### src/rtl/fcrbd_pkg.sv
// Package: shared types and constants for the frequent-character run decoder.
`default_nettype none

package fcrbd_pkg;

    localparam int CHAR_W     = 8;
    localparam int IDX_W      = 4;
    localparam int CNT_W      = 3;
    localparam int BITS_W     = 4;
    localparam int TABLE_W    = 64;
    localparam int CFG_IDX_W  = 1;
    localparam int TABLE_SIZE = 16;

    localparam logic [IDX_W-1:0]     END_INDEX   = 4'd15;
    localparam logic [CFG_IDX_W-1:0] CFG_TBL_LO  = 1'b0;
    localparam logic [CFG_IDX_W-1:0] CFG_TBL_HI  = 1'b1;
    localparam logic [BITS_W-1:0]    LIT_BITS    = 4'd8;
    localparam logic [BITS_W-1:0]    IDX_BITS    = 4'd4;
    localparam logic [BITS_W-1:0]    CNT_BITS    = 4'd3;

    typedef enum logic [2:0] {
        PH_PREFIX1,
        PH_PREFIX2,
        PH_LITERAL,
        PH_SINGLE,
        PH_COUNT,
        PH_RUNIDX
    } phase_t;

endpackage

`default_nettype wire

### src/rtl/frequent_char_run_bit_decoder.sv
// Top level: bit-serial decoder of literals, table characters and table runs.
`default_nettype none

// Takes one compressed stream bit per cycle on the input channel if in_ready
// is high, field bits shifted into an 8-bit gather register MSB first.
// Codeword 1+8 bits gives a literal byte, 00+4 bits a table character (index
// 15: end of stream, reported once with stream_end set and out_char zero),
// 01+3+4 bits a run of 1 to 8 copies of a table character. Each character
// leaves through a single output register, one per cycle while out_ready is
// high; a run holds in_ready low until its last character transfers, when
// the next bit is taken. After the end marker, bits are accepted and dropped
// until reset. The 16-entry table is two 64-bit registers written through
// cfg_we; the user must write them only while the block is idle, unenforced.
module frequent_char_run_bit_decoder (
    input  wire                              clk,
    input  wire                              rst_n,
    input  wire                              cfg_we,
    input  wire [fcrbd_pkg::CFG_IDX_W-1:0]   cfg_index,
    input  wire [fcrbd_pkg::TABLE_W-1:0]     cfg_data,
    input  wire                              in_valid,
    output logic                             in_ready,
    input  wire                              code_bit,
    output logic                             out_valid,
    input  wire                              out_ready,
    output logic [fcrbd_pkg::CHAR_W-1:0]     out_char,
    output logic                             run_last,
    output logic                             stream_end
);
    import fcrbd_pkg::*;

    logic [TABLE_W-1:0]   table_low_reg;
    logic [TABLE_W-1:0]   table_high_reg;
    phase_t               phase_reg, phase_next;
    logic [BITS_W-1:0]    bits_left_reg, bits_left_next;
    logic [CHAR_W-1:0]    gather_reg, gather_next;
    logic [CNT_W-1:0]     rep_reg, rep_next;
    logic                 finished_reg, finished_next;
    logic                 out_valid_reg, out_valid_next;
    logic [CHAR_W-1:0]    out_char_reg, out_char_next;
    logic                 run_last_reg, run_last_next;
    logic                 stream_end_reg, stream_end_next;
    logic [CNT_W-1:0]     rem_reg, rem_next;

    logic [2*TABLE_W-1:0] tbl;
    logic [CHAR_W-1:0]    g_shift;
    logic [CHAR_W-1:0]    tbl_char;
    logic [BITS_W-1:0]    bits_dec;
    logic                 in_fire;
    logic                 out_fire;

    assign tbl      = {table_high_reg, table_low_reg};
    assign g_shift  = {gather_reg[CHAR_W-2:0], code_bit};
    assign tbl_char = tbl[{g_shift[IDX_W-1:0], 3'b000} +: CHAR_W];
    assign bits_dec = bits_left_reg - 1'b1;

    assign in_ready   = !out_valid_reg || (out_ready && (rem_reg == '0));
    assign in_fire    = in_valid && in_ready;
    assign out_fire   = out_valid_reg && out_ready;
    assign out_valid  = out_valid_reg;
    assign out_char   = out_char_reg;
    assign run_last   = run_last_reg;
    assign stream_end = stream_end_reg;

    always_ff @(posedge clk or negedge rst_n)
    begin
        if (!rst_n)
        begin
            table_low_reg  <= '0;
            table_high_reg <= '0;
        end
        else if (cfg_we)
        begin
            case (cfg_index)
                CFG_TBL_LO: table_low_reg  <= cfg_data;
                CFG_TBL_HI: table_high_reg <= cfg_data;
                default:    ;
            endcase
        end
    end

    always_ff @(posedge clk or negedge rst_n)
    begin
        if (!rst_n)
        begin
            phase_reg      <= PH_PREFIX1;
            bits_left_reg  <= '0;
            gather_reg     <= '0;
            rep_reg        <= '0;
            finished_reg   <= 1'b0;
            out_valid_reg  <= 1'b0;
            rem_reg        <= '0;
        end
        else
        begin
            phase_reg      <= phase_next;
            bits_left_reg  <= bits_left_next;
            gather_reg     <= gather_next;
            rep_reg        <= rep_next;
            finished_reg   <= finished_next;
            out_valid_reg  <= out_valid_next;
            rem_reg        <= rem_next;
        end
    end

    always_ff @(posedge clk)
    begin
        out_char_reg   <= out_char_next;
        run_last_reg   <= run_last_next;
        stream_end_reg <= stream_end_next;
    end

    always_comb
    begin
        phase_next      = phase_reg;
        bits_left_next  = bits_left_reg;
        gather_next     = gather_reg;
        rep_next        = rep_reg;
        finished_next   = finished_reg;
        out_valid_next  = out_valid_reg;
        out_char_next   = out_char_reg;
        run_last_next   = run_last_reg;
        stream_end_next = stream_end_reg;
        rem_next        = rem_reg;

        // drain the output register, stepping through a run
        if (out_fire)
        begin
            if (rem_reg != '0)
            begin
                rem_next      = rem_reg - 1'b1;
                run_last_next = (rem_reg == CNT_W'(1));
            end
            else
            begin
                out_valid_next = 1'b0;
            end
        end

        if (in_fire && !finished_reg)
        begin
            case (phase_reg)
                PH_PREFIX2:
                begin
                    gather_next = '0;
                    if (code_bit)
                    begin
                        phase_next     = PH_COUNT;
                        bits_left_next = CNT_BITS;
                    end
                    else
                    begin
                        phase_next     = PH_SINGLE;
                        bits_left_next = IDX_BITS;
                    end
                end
                PH_LITERAL, PH_SINGLE, PH_COUNT, PH_RUNIDX:
                begin
                    if (bits_dec != '0)
                    begin
                        gather_next    = g_shift;
                        bits_left_next = bits_dec;
                    end
                    else
                    begin
                        gather_next    = '0;
                        bits_left_next = '0;
                        phase_next     = PH_PREFIX1;
                        case (phase_reg)
                            PH_LITERAL:
                            begin
                                out_valid_next  = 1'b1;
                                out_char_next   = g_shift;
                                run_last_next   = 1'b1;
                                stream_end_next = 1'b0;
                                rem_next        = '0;
                            end
                            PH_SINGLE:
                            begin
                                out_valid_next  = 1'b1;
                                run_last_next   = 1'b1;
                                rem_next        = '0;
                                if (g_shift[IDX_W-1:0] == END_INDEX)
                                begin
                                    out_char_next   = '0;
                                    stream_end_next = 1'b1;
                                    finished_next   = 1'b1;
                                end
                                else
                                begin
                                    out_char_next   = tbl_char;
                                    stream_end_next = 1'b0;
                                end
                            end
                            PH_COUNT:
                            begin
                                rep_next       = g_shift[CNT_W-1:0];
                                phase_next     = PH_RUNIDX;
                                bits_left_next = IDX_BITS;
                            end
                            default:
                            begin
                                out_valid_next  = 1'b1;
                                out_char_next   = tbl_char;
                                run_last_next   = (rep_reg == '0);
                                stream_end_next = 1'b0;
                                rem_next        = rep_reg;
                            end
                        endcase
                    end
                end
                default:
                begin
                    gather_next    = '0;
                    if (code_bit)
                    begin
                        phase_next     = PH_LITERAL;
                        bits_left_next = LIT_BITS;
                    end
                    else
                    begin
                        phase_next     = PH_PREFIX2;
                        bits_left_next = '0;
                    end
                end
            endcase
        end
    end

endmodule

`default_nettype wire

### config.mk
export PLATFORM = sky130hd
export DESIGN_NAME = frequent_char_run_bit_decoder
export DESIGN_NICKNAME = d
export VERILOG_FILES = /design/src/rtl/fcrbd_pkg.sv /design/src/rtl/frequent_char_run_bit_decoder.sv
export SDC_FILE = /design/constraint.sdc
export NUM_CORES = 1
export LEC_CHECK = 0
export ABC_AREA = 0
export BUFFER_PORTS_ARGS = -buffer_cell sky130_fd_sc_hd__buf_2
export CAP_MARGIN = 20
export CELL_PAD_IN_SITES_DETAIL_PLACEMENT = 0
export CELL_PAD_IN_SITES_GLOBAL_PLACEMENT = 1
export CORE_MARGIN = 8
export CORE_UTILIZATION = 53
export DETAILED_ROUTE_END_ITERATION = 8
export PLACE_DENSITY_LB_ADDON = 0.3
export REMOVE_ABC_BUFFERS = 1
export SYNTH_ARGS = -nofsm -noshare
export SYNTH_HDL_FRONTEND = slang
export SYNTH_SLANG_ARGS = --single-unit
### constraint.sdc
create_clock -name clk -period 5.4 [get_ports clk]
set_clock_uncertainty 0.1 [all_clocks]
set_input_delay 0 -clock clk [delete_from_list [all_inputs] [get_ports clk]]
set_output_delay 0 -clock clk [all_outputs]
set_load 0.1 [all_outputs]
==> results of run 1 <==
==> metal layers <==
metal	global-route usage (%)	vias up	part of all wire (%)
li1	-	2167	-
met1	22.2	2441	41
met2	32.6	93	54
met3	4.83	21	3.7
met4	7.05	0	1.6
met5	0	-	0
==> stage by stage <==
stage | total power [uW] | setup slack (ns) | area (um2) | hold WS [ns]
finish | 3900 | 2.72 | 9280 | 0.0449
global route | 4100 | 2.49 | 9280 | 0.0992
CTS | 3920 | 2.68 | 9280 | 0.0747
detailed placement | 2660 | 2.70 | 8010 | -0.0529
global placement | 2620 | 2.83 | 8010 | -0.0573
floorplan | 2370 | 1.86 | 7310 | -0.396
==> power by group <==
group / switching [uW] / internal, uW
Sequential: 175 / 1420
Combinational: 557 / 525
Clock: 468 / 755
==> worst max-delay path, stage by stage (launching register included) <==
cell and delay [ns]:
dfrtp_1 0.55, nor2b_1 0.49, a21oi_1 0.21, a2111oi_4 0.88, a211oi_1 0.09, a41o_1 0.25
==> path summary, 6_finish.rpt <==
path / startpoint / end / slack (ns) / cells after the start
setup reg to reg: phase_reg[0] / rem_reg[1] / 2.72 / 5
setup / recovery: phase_reg[0] / rem_reg[1] / 2.72 / 5
hold reg to reg: finished_reg / finished_reg / 0.37 / 1
max in group asynchronous: rst_n / table_low_reg[52] / 3.72 / 3
hold / removal: rst_n / table_high_reg[16] / 0.04 / 2
min in group clk: in_valid / bits_left_reg[0] / 0.19 / 4
==> cell families after synthesis <==
family	after synthesis	share of synthesized area (%)
adder cells (fa/ha/maj)	5	0.840
flip-flops	160	54.3
XOR/XNOR	1	0.118
AND/OR/NAND/NOR	50	4.06
multiplexers	179	31.7
AO/OA/AOI/OAI	64	6.75
buffers and inverters	41	2.30
==> cell usage after synthesis, types with 2 or more instances <==
library cell | n | area (um2)
dfrtp_1 | 150 | 3750
mux2_2 | 130 | 1460
mux4_2 | 32 | 721
clkbuf_1 | 19 | 71.3
mux2i_1 | 14 | 140
nand2_1 | 12 | 45.0
buf_2 | 11 | 55.1
a21oi_1 | 9 | 45.0
a22o_1 | 9 | 78.8
edfxtp_1 | 9 | 270
o21ai_1 | 8 | 40.0
a21o_1 | 7 | 52.6
inv_1 | 7 | 26.3
ha_1 | 5 | 62.6
nor2_1 | 5 | 18.8
nor2b_1 | 5 | 31.3
nor3_1 | 5 | 25.0
o22ai_1 | 5 | 31.3
and2_1 | 4 | 25.0
o21ai_0 | 4 | 20.0
mux2_1 | 3 | 33.8
nand2b_1 | 3 | 18.8
nand3_1 | 3 | 15.0
a31oi_1 | 2 | 12.5
nand4_1 | 2 | 12.5
==> area by class of cell <==
| cell class | instances | area (um2) | area share (%) |
|---|---|---|---|
| Multi-Input combinational cell | 299 | 3250 | 35.0 |
| Sequential cell | 160 | 4040 | 43.6 |
| Tap cell | 180 | 225 | 2.43 |
| Timing Repair Buffer | 154 | 1120 | 12.1 |
| Inverter | 9 | 33.8 | 0.364 |
| Clock buffer | 23 | 509 | 5.49 |
| Clock inverter | 9 | 101 | 1.09 |
==> summary.txt, run 1 <==
Synth
  – Yosys warns: 0
  – Post-synthesis async set-or-reset flop share: around 94%
  – Mapped Cells: 500
  – Ys flop type: dfrtp_1
  – Mapped Area: 7450 um2
  – Synth cell types: 62
  – Sequential area share after synthesis: ~54%
  – Post-synth EDFFs: 9
  – Avg Synthesized Cell Area: about 15 um2
  – FF+latch count, synth: 160

Die
  – Placeable Area: roughly 14000 um2
  – I/O Pins: between 80 and 90
  – Initial core utilization: between 50% and 60%
  – Row count: 43
  – Die area: approximately 18000 um2
  – Die W: around 130 um
  – Die Height: ~130 um

Critical path
  – Crit Path Class: flip-flop to flip-flop
  – CP required: 5.62 ns
  – CP startpoint kind: flip-flop
  – Crit. End Element: flip-flop
  – Crit path arrival time: 2.90 ns
  – Worst-path maximum fanout: 13

Global routing
  – GRT Total Usage: a little under a fifth
  – Global-route wire length before repair: ~27 mm
  – Vias in the first global route: ~5300
  – Antenna violations before repair: 0
  – Largest net degree at the start of global routing: 81
  – GR Overflow Total: 0

STA
  – Final Hold Vio Count: 0
  – Final Setup Violations: 0
  – Final period util: about half
  – Peak Freq: 0.373 GHz
  – Fin crit period: ~2.7 ns
  – RSZ-0062 raised after global routing: no
  – Worst Tran Pin Value: 1.00 ns
  – Max Slew Vio Count: 0
  – Slew headroom: approximately 33%
  – Setup TNS: 0 ns

Clocking
  – Clock tree buffer depth: 2
  – Inserted Clock Buffers: 17
  – CTS tree: built
  – Clock latency on the worst-skew pair: around 0.43 ns
  – Clock transition at path regs: roughly 0.06 ns
  – Post-CTS Hold Fix Bufs: 66
  – Clock Sink Count: 160
  – CTS H-Tree Depth: 4
  – Clock Root Buffer: clkbuf_16
  – Resized Gates After CTS: 0
  – Setup Fix Bufs, Post-CTS: 0

Routing
  – Routed len/inst: about 19 um
  – DR vias: ~4700
  – Antenna Nets Post-Route: 0
  – DR vias/cell: around 5.7
  – Post-route DRC violation count: 0
  – First-pass iteration count of the detailed router: 4
  – Number of DRC markers in iteration 0: around 260
  – WL final: around 16 mm

Layout
  – P&R area growth vs syn: 24.6%
  – Commonest non-fill, non-tap cell in the layout: dfrtp_1
  – Nets: 717
  – Util after Layout: between 60 and 70%
  – Most frequent cells in the layout: 150 x dfrtp_1, 130 x mux2_2, 81 x buf_2
  – Non-Filler Instances: around 830
  – Layout cell share with drive strength beyond 1: about 45%
  – Diode count: 0
  – Fillers: about 990

Power
  – VDD IR max: about 230 uV
  – Power per standard cell area: 420 nW/um2
  – Leak Pwr: between 0.003 and 0.004 uW

Placement
  – Hpwl dp: 10.3 mm
  – RD Place Congestion: around 0.83
  – Number of port buffers: 82
  – Inst Count DP: around 740

Min path
  – Tightest Hold Check Type: input pin to async pin

Status
  – Status: completed

Run
  – MaxCap Viol Count: 0
(Power assumes the default switching activity.)
==> run 2: changes to the inputs <==
--- a/config.mk
+++ b/config.mk
@@ -11,7 +11,7 @@
 export CELL_PAD_IN_SITES_DETAIL_PLACEMENT = 0
 export CELL_PAD_IN_SITES_GLOBAL_PLACEMENT = 1
 export CORE_MARGIN = 8
-export CORE_UTILIZATION = 53
+export CORE_UTILIZATION = 49
 export DETAILED_ROUTE_END_ITERATION = 8
 export PLACE_DENSITY_LB_ADDON = 0.3
 export REMOVE_ABC_BUFFERS = 1
==> constraint.sdc (replaced) <==
create_clock -name clk -period 2.6 [get_ports clk]
set_clock_uncertainty 0.1 [all_clocks]
set_input_delay 0 -clock clk [delete_from_list [all_inputs] [get_ports clk]]
set_output_delay 0 -clock clk [all_outputs]
set_load 0.1 [all_outputs]
==> summary.txt, run 2 (synthesized netlist as in run 1, its figures left out) <==
Clocking
  – Setup Fix Bufs, Post-CTS: 0 (unchanged)
  – Clock latency on the worst-skew pair: 0.42 ns (was 0.43 ns)
  – Clock Root Buffer: clkbuf_16 (unchanged)
  – Clock Sink Count: 160 (unchanged)
  – Inserted Clock Buffers: 17 (unchanged)
  – Clock tree buffer depth: 2 (unchanged)
  – CTS H-Tree Depth: 4 (unchanged)
  – Clock transition at path regs: 0.06 ns (about the same)
  – CTS tree: built (unchanged)

Layout
  – Most frequent cells in the layout: 150 x dfrtp_1, 130 x mux2_2, 81 x buf_2 (unchanged)
  – Util after Layout: 62.8% (was 67.1%)
  – Final instance area: 9450 um2 (was 9280 um2)
  – Fillers: 1104 (was 992)
  – Diode count: 0 (unchanged)
  – Commonest non-fill, non-tap cell in the layout: dfrtp_1 (unchanged)
  – P&R area growth vs syn: 26.8% (was 24.6%)
  – Nets: 729 (was 717)
  – Layout cell share with drive strength beyond 1: 46.1% (was 45.0%)

Die
  – Die W: 139 um (was 135 um)
  – I/O Pins: 83 (unchanged)
  – Placeable Area: 15000 um2 (was 13800 um2)
  – Die Height: 139 um (was 135 um)
  – Row count: 45 (was 43)
  – Die area: 19400 um2 (was 18100 um2)
  – Initial core utilization: 49.6% (was 53.9%)

Global routing
  – Global-route wire length before repair: 27.3 mm (was 26.7 mm)
  – Antenna violations before repair: 0 (unchanged)
  – GRT Total Usage: 17.7% (was 18.9%)
  – Largest net degree at the start of global routing: 66 (was 81)
  – GR Overflow Total: 0 (unchanged)
  – Vias in the first global route: 5233 (was 5347)

Critical path
  – Reg-to-reg setup timing slack: 0.33 ns (was 2.72 ns)
  – CP startpoint kind: flip-flop (unchanged)
  – CP required: 2.80 ns (was 5.62 ns)
  – Crit. End Element: flip-flop (unchanged)
  – Crit path arrival time: 2.47 ns (was 2.90 ns)
  – Worst-path maximum fanout: 16 (was 13)
  – Crit Path Class: flip-flop to flip-flop (unchanged)

Placement
  – RD Place Congestion: 0.770 (was 0.827)
  – Number of port buffers: 82 (unchanged)
  – Place WS: 0.330 ns (was 2.70 ns)
  – Placed inst area: 8160 um2 (was 8010 um2)
  – Hpwl dp: 10.8 mm (was 10.3 mm)

STA
  – Setup TNS: 0 ns (unchanged)
  – Final period util: 87.2% (was 49.7%)
  – Final Hold Vio Count: 0 (unchanged)
  – Final Setup Violations: 0 (unchanged)
  – RSZ-0062 raised after global routing: no (unchanged)
  – Fin crit period: 2.27 ns (was 2.68 ns)
  – Peak Freq: 0.441 GHz (was 0.373 GHz)
  – Max Slew Vio Count: 0 (unchanged)
  – Slew headroom: 64.6% (was 33.3%)
  – Post-route setup slack: 0.333 ns (was 2.72 ns)
  – Worst Tran Pin Value: 0.530 ns (was 1.00 ns)

Run
  – MaxCap Viol Count: 0 (unchanged)

Power
  – Leak Pwr: 0.00401 uW (was 0.00393 uW)
  – VDD IR max: 500 uV (was 232 uV)
  – Total chip power: 8300 uW (was 3900 uW)
  – Power per standard cell area: 879 nW/um2 (was 420 nW/um2)

Routing
  – WL final: 16.3 mm (was 15.9 mm)
  – First-pass iteration count of the detailed router: 4 (unchanged)
  – Antenna Nets Post-Route: 0 (unchanged)
  – DR vias/cell: 5.58 (was 5.66)
  – DR vias: 4763 (was 4722)
  – Routed len/inst: 19.1 um (about the same)
  – Post-route DRC violation count: 0 (unchanged)
  – Number of DRC markers in iteration 0: 223 (was 264)

Min path
  – Tightest Hold Check Type: input pin to async pin (unchanged)

Status
  – Status: completed (unchanged)
[run 2: metrics by stage]
stage,std cells,hold WS [ns]
2_1_floorplan,468,-0.396
3_3_place_gp,756,-0.113
3_5_place_dp,756,-0.0972
4_1_cts,854,0.0465
5_1_grt,854,0.0792
6_report,854,0.0203
[run 2: cell type report]
type                    instances  area (um2)  share of cell area, %
multi-input cells             299        3250                   34.4
flip-flops and latches        160        4040                   42.8
inverters                       9        33.8                  0.358
clock inverters                14         185                   1.96
well taps                     188         235                   2.49
clock buffers                  18         439                   4.65
repair buffers                166        1260                   13.4
[run 2: worst max-delay path, stage by stage (launching register included)]
cell and delay [ns]:
dfrtp_1 0.41, inv_1 0.09, ha_1 0.25, nand3b_4 0.11
a21bo_4 0.31, a211oi_4 0.38, nand3_2 0.17, mux2_1 0.34
[run 2: where the power goes]
part | internal, uW | switching [uW] | total, uW
clock network | 1630 | 1010 | 2650
registers | 2950 | 285 | 3240
logic | 1170 | 1250 | 2420
total | 5750 | 2550 | 8300
[run 2: metal layers]
metal	part of all wire [%]	global-route usage (%)	vias up	wire length, um
met5	0	0	-	0
met4	1.4	6.18	0	233
met3	3.1	3.66	18	511
met2	52	29.6	83	8420
met1	44	22.4	2471	7140
li1	-	-	2191	-
[run 2: timing repair]
item,in CTS,in global routing
hold buffers,66,0
endpoints found under the hold margin,252,0
gates resized for setup,0,0
setup endpoints to repair,0,0
[run 2: worst paths after layout]
path                               from                  to  cells after the start
min                               rst_n  table_high_reg[16]                      2
max in group asynchronous         rst_n   table_low_reg[42]                      3
max reg2reg                  rem_reg[0]          rep_reg[2]                      7
min reg2reg                finished_reg        finished_reg                      1
min in group clk               code_bit       gather_reg[0]                      3
max                          rem_reg[0]          rep_reg[2]                      7
